--- src/sv/pct_pkg.sv ---
// Shared constants, codes and memory write-port types for the pair coverage table.
`timescale 1ns / 1ps

package pct_pkg;

    localparam int VALUE_COUNT = 64;
    localparam int VAL_AW      = $clog2(VALUE_COUNT);
    localparam int CNT_W       = $clog2(VALUE_COUNT + 1);
    localparam int PAIR_DEPTH  = VALUE_COUNT * VALUE_COUNT;
    localparam int PAIR_AW     = $clog2(PAIR_DEPTH);

    localparam int FIELD_W = 6;
    localparam int KIND_W  = 2;
    localparam int PAIR_W  = 8;
    localparam int VAL_W   = 16;
    localparam int TOTAL_W = 20;
    localparam int COV_W   = 8;
    localparam int VIU_W   = 7;

    localparam int IN_DATA_W  = 16;
    localparam int OUT_DATA_W = 40;

    localparam logic [KIND_W-1:0] KIND_INSERT = 2'd0;
    localparam logic [KIND_W-1:0] KIND_FIND   = 2'd1;
    localparam logic [KIND_W-1:0] KIND_REMOVE = 2'd2;
    localparam logic [KIND_W-1:0] KIND_QUERY  = 2'd3;

    localparam logic REG_COVERAGE = 1'b0;
    localparam logic REG_VALUES   = 1'b1;

    typedef struct packed {
        logic               we;
        logic [PAIR_AW-1:0] addr;
        logic [PAIR_W-1:0]  data;
    } pair_wr_t;

    typedef struct packed {
        logic              we;
        logic [VAL_AW-1:0] addr;
        logic [VAL_W-1:0]  data;
    } val_wr_t;

endpackage

--- src/sv/pct_value_mem.sv ---
// Per-value count memory: one write port, two registered read ports.
`timescale 1ns / 1ps

module pct_value_mem
    import pct_pkg::*;
(
    input  logic              clk,
    input  val_wr_t           wr,
    input  logic [VAL_AW-1:0] raddr0,
    input  logic [VAL_AW-1:0] raddr1,
    output logic [VAL_W-1:0]  rdata0,
    output logic [VAL_W-1:0]  rdata1
);

    logic [VAL_W-1:0] mem [VALUE_COUNT];
    logic [VAL_W-1:0] rdata0_reg;
    logic [VAL_W-1:0] rdata1_reg;

    always_ff @(posedge clk)
    begin
        if (wr.we)
        begin
            mem[wr.addr] <= wr.data;
        end
        rdata0_reg <= mem[raddr0];
        rdata1_reg <= mem[raddr1];
    end

    assign rdata0 = rdata0_reg;
    assign rdata1 = rdata1_reg;

endmodule

--- config.mk ---
export PLATFORM = sky130hd
export DESIGN_NAME = pct_value_mem
export DESIGN_NICKNAME = d
export VERILOG_FILES = /design/src/sv/pct_pkg.sv /design/src/sv/pct_value_mem.sv
export SDC_FILE = /design/constraint.sdc
export NUM_CORES = 1
export LEC_CHECK = 0
export BUFFER_PORTS_ARGS = -buffer_cell sky130_fd_sc_hd__buf_4
export CAP_MARGIN = 20
export CORE_AREA = 2 2 407 409
export CTS_CLUSTER_DIAMETER = 100
export CTS_CLUSTER_SIZE = 24
export DETAILED_ROUTE_END_ITERATION = 6
export DIE_AREA = 0 0 409 411
export SLEW_MARGIN = 20
export SYNTH_ARGS = -nofsm -noshare
export SYNTH_HDL_FRONTEND = slang
export SYNTH_SLANG_ARGS = --single-unit
export TNS_END_PERCENT = 20
--- constraint.sdc ---
create_clock -name clk -period 2.44 [get_ports clk]
set_input_delay 0.366 -clock clk [delete_from_list [all_inputs] [get_ports clk]]
set_output_delay 0.366 -clock clk [all_outputs]
set_load 0.005 [all_outputs]
# ---- Word level (Yosys, flattened, before mapping)
# Memories as Yosys holds them, arrays and structs flattened. A register that Yosys moved wholly into a read port is not among the register bits.
# Index checks and enable logic that the tools add are counted.
dict set report op_classes {
  mux 2
  order_cmp 0
  eq_ne 0
  n_mul 0
  add_sub_neg 0
  n_shift 0
  bitwise 0
  div_mod_pow 0
  reduce_logical 0
}
# op count
set op_table {}
lappend op_table {{$mux 1} 2}
dict set report word_totals {
  in_bits 36
  ramBits 1024
  ff_bits 0
  memories 1
  wordCells 3
  out_inout_bits 32
  rom_bits 0
  latchBits 0
}
# memory depth width read_ports rd_clocked_by_memory_dff write_ports line_no
set mem_list {}
lappend mem_list {mem 64 16 2 2 1 pct_value_mem.sv:15} ;# logic [VAL_W-1:0] mem [VALUE_COUNT];

# ---- Depth between registers and ports, before layout
dict set report logic_depth {
  ltp_word 2
  ltp_mapped 9
  depth_no_buf 5
}

# ---- Least setup slack after synthesis
# OpenSTA, ideal clock, no wires.
dict set report synth_path {
  kind {input to register}
  startpoint {input port wr[19] (netlist name)}
  endpoint {memory mem[48][0], enable pin}
  slack_ps 39
  arrival_time_ps 1992
  setup_time_ps 409
  n_path_buf 1
  t_required_ps 2031
  stages 4
  cell_sequence {clkbuf_1 -> nor2b_1 -> nand4b_1 -> nor3_1}
}
# item line_no
set synth_lines {}
lappend synth_lines {{start, declared} pct_value_mem.sv:8} ;# input val_wr_t wr,
lappend synth_lines {{end, declared} pct_value_mem.sv:15}
# Straight into the memory's write port.

==> flow_metrics.tcl <==
set metrics [dict create \
    status "completed" \
    layout_common_cells "1024 x edfxtp_1, 419 x buf_4, 407 x mux4_2" \
    wl_met2_um 72800 \
    root_buffer "clkbuf_16" \
    crit_path_cell_trace "mux4_2 > mux2_2 > a211oi_1 > buf_4 > nor4_1" \
    p_leak_nw 18.1 \
    fin_crit_ns 2.32 \
    start_kind "flop" \
    instances_no_fill 5157 \
    antenna_found_initial 9 \
    r2r_end "rdata1[1]" \
    drc 0 \
    slew_viol_final 0 \
    reg2reg_from "mem[9][1]" \
    critPathKind "flop to flop" \
    final_nets 2960 \
    dieHeight_um 411 \
    chipWidth_um 409 \
    yosys_warnings 0 \
    routabilityCongestion 0.890 \
    drt_iter0_markers 3347 \
    cp.required_ns 2.97 \
    core_area_um2 164000 \
    clock_skew_ns 0.0184 \
    wl_um 155000 \
    largest_reg_flops 1024 \
    viasPerCell 5.52 \
    clk_pin_slew_ns 0.10 \
    crit_buf_inv 1 \
    regArea_um2 31400 \
    top_layer "met5" \
    cts_buffer_depth 3 \
    p_per_area_nw_per_um2 601 \
    synth_ff_type "edfxtp_1" \
    io_pins 68 \
    tightest_slew_ns 1.08 \
    drive_gt1_share_pct 39.9 \
    synth_edf_count 1024 \
    ys_seq_area_share_pct 64.3 \
    irDropWorstVdd_mv 0.487 \
    die_area_um2 168000 \
    ys_seq_elements 1056 \
    placed_cells 5061 \
    clock_sinks 1056 \
    rows 149 \
    vias 28459 \
    multi_input_area_um2 16300 \
    r2r_slack_ns 0.12 \
    synth_cell_types 43 \
    layout_commonest_cell "edfxtp_1" \
    syn_inst 2582 \
    async_flop_share_pct 0 \
    start_util_pct 29.8 \
    grt_pass1_vias 28453 \
    wire_per_inst_um 30.0 \
    grtUsageTotal_pct 18.0 \
    grt_max_degree 65 \
    gr-total-overflow 0 \
    synth.cell_area_um2 48800 \
    p_total_mw 34.1 \
    critPathTopFamily "multiplexers" \
    crit_fanout 2 \
    post-route-period-util_pct 95.3 \
    htree_levels 2 \
    tns_ns 0 \
    crit_path_end_kind "flop" \
    hold_path.class "primary input to flop" \
    final_area_um2 56700 \
    hold_viol 0 \
    n_fill_cell 15312 \
    slew_headroom_pct 27.8 \
    first_pass_iters 5 \
    cts_tree "built" \
    arrival_ns 2.86 \
    wl_met1_um 63300 \
    finalSetupViolCount 0 \
    wl_met3_um 13100 \
    grt_pass1_wl_um 217000 \
    reg2reg_depth 5 \
    critPathSlowestCell "a211oi_1" \
    rsz0062_at_grt "false" \
    critPathMaxStageDelay_ns 0.59 \
    hold_start "wr[5]" \
    hold_path_end "mem[42][5]" \
    drt.antenna.violating_nets 0 \
    io_buffers 67 \
    worstSkewPairLatency_ns 0.69 \
    areaGrowthSynthToFinish_pct 16.2 \
    post_dp_cell_area_um2 55200 \
    cts_setup_buffers 0 \
    avgSynthCellArea_um2 18.9 \
    dp_hpwl_um 103000 \
    cap_violations 0 \
    syn-num-nets 2618 \
    hold_depth 1 \
    cts_buffers 50 \
    fmax_ghz 0.430 \
]
-- cells by family (layout without fill, tap and decap cells) --
logic type / count (synthesis) / count (layout) / share of synthesized area (%)
compound gates: 344 / 344 / 4.85
buf+inv: 217 / 600 / 2.75
flops: 1056 / 1056 / 64.3
mux: 720 / 720 / 25.9
other cells: 0 / 3 / 0
simple gates: 245 / 245 / 2.25
-- repair_timing --
item                                    CTS  global route
hold buffers                              0             0
gates resized for setup                   0             2
endpoints found under the setup margin    0             1
-- power by group --
part           switching (mW)  internal, mW
sequential              0.178          20.1
combinational            2.19          1.73
clock                    5.77          4.15
total                    8.13          25.9
-- worst max path at each step --
stage                    start          to  slack [ns]  depth (start not counted)
finish               mem[9][1]   rdata1[1]        0.12                          5
global route         raddr1[0]   rdata1[8]        0.04                          8
CTS                 mem[55][0]   rdata0[0]         0.1                          7
detailed placement   raddr1[0]   rdata1[8]       -0.59                          8
global placement     raddr1[0]  rdata1[15]       -0.92                          6
floorplan               wr[19]  mem[48][0]        0.04                          4
-- layer usage --
layer / GRT usage [%] / up-vias
met2: 29.0 / 1273
met5: 0 / -
met1: 24.6 / 15307
met4: 5.94 / 4
li1: - / 11668
met3: 3.24 / 207
-- synthesized netlist by cell type (all sizes together), types with 32 or more instances --
cell type  number  area share [%]
mux2          152             3.5
buf           160             2.3
o22ai          72            0.92
dfxtp          32             1.3
edfxtp       1024              63
nand2          80            0.61
a211oi         96             1.5
nor2           95            0.74
o21ai          40            0.41
clkbuf         53            0.45
mux4          416              19
a21oi          32            0.33
mux2i         152             3.1
-- final cells by class --
class                           instances  share of cell area (%)
Multi-Input combinational cell       1309                    28.7
Clock buffer                           90                    2.60
Timing Repair Buffer                  503                    8.45
Tap cell                             2189                    4.83
Sequential cell                      1056                    55.3
Clock inverter                          3                  0.0529
Antenna cell                            3                  0.0132
Inverter                                4                  0.0265
-- stage by stage --
| step | setup WS (ns) | utilization [%] | hold WS, ns |
|---|---|---|---|
| floorplan | 0.0392 | - | 0.465 |
| global placement | -0.920 | 33.7 | 0.756 |
| detailed placement | -0.590 | 33.7 | 0.748 |
| CTS | 0.0982 | 34.6 | 0.125 |
| global route | 0.0366 | 34.6 | 0.155 |
| finish | 0.116 | 34.6 | 0.145 |
No activity file was read; power rests on OpenSTA's default activity.
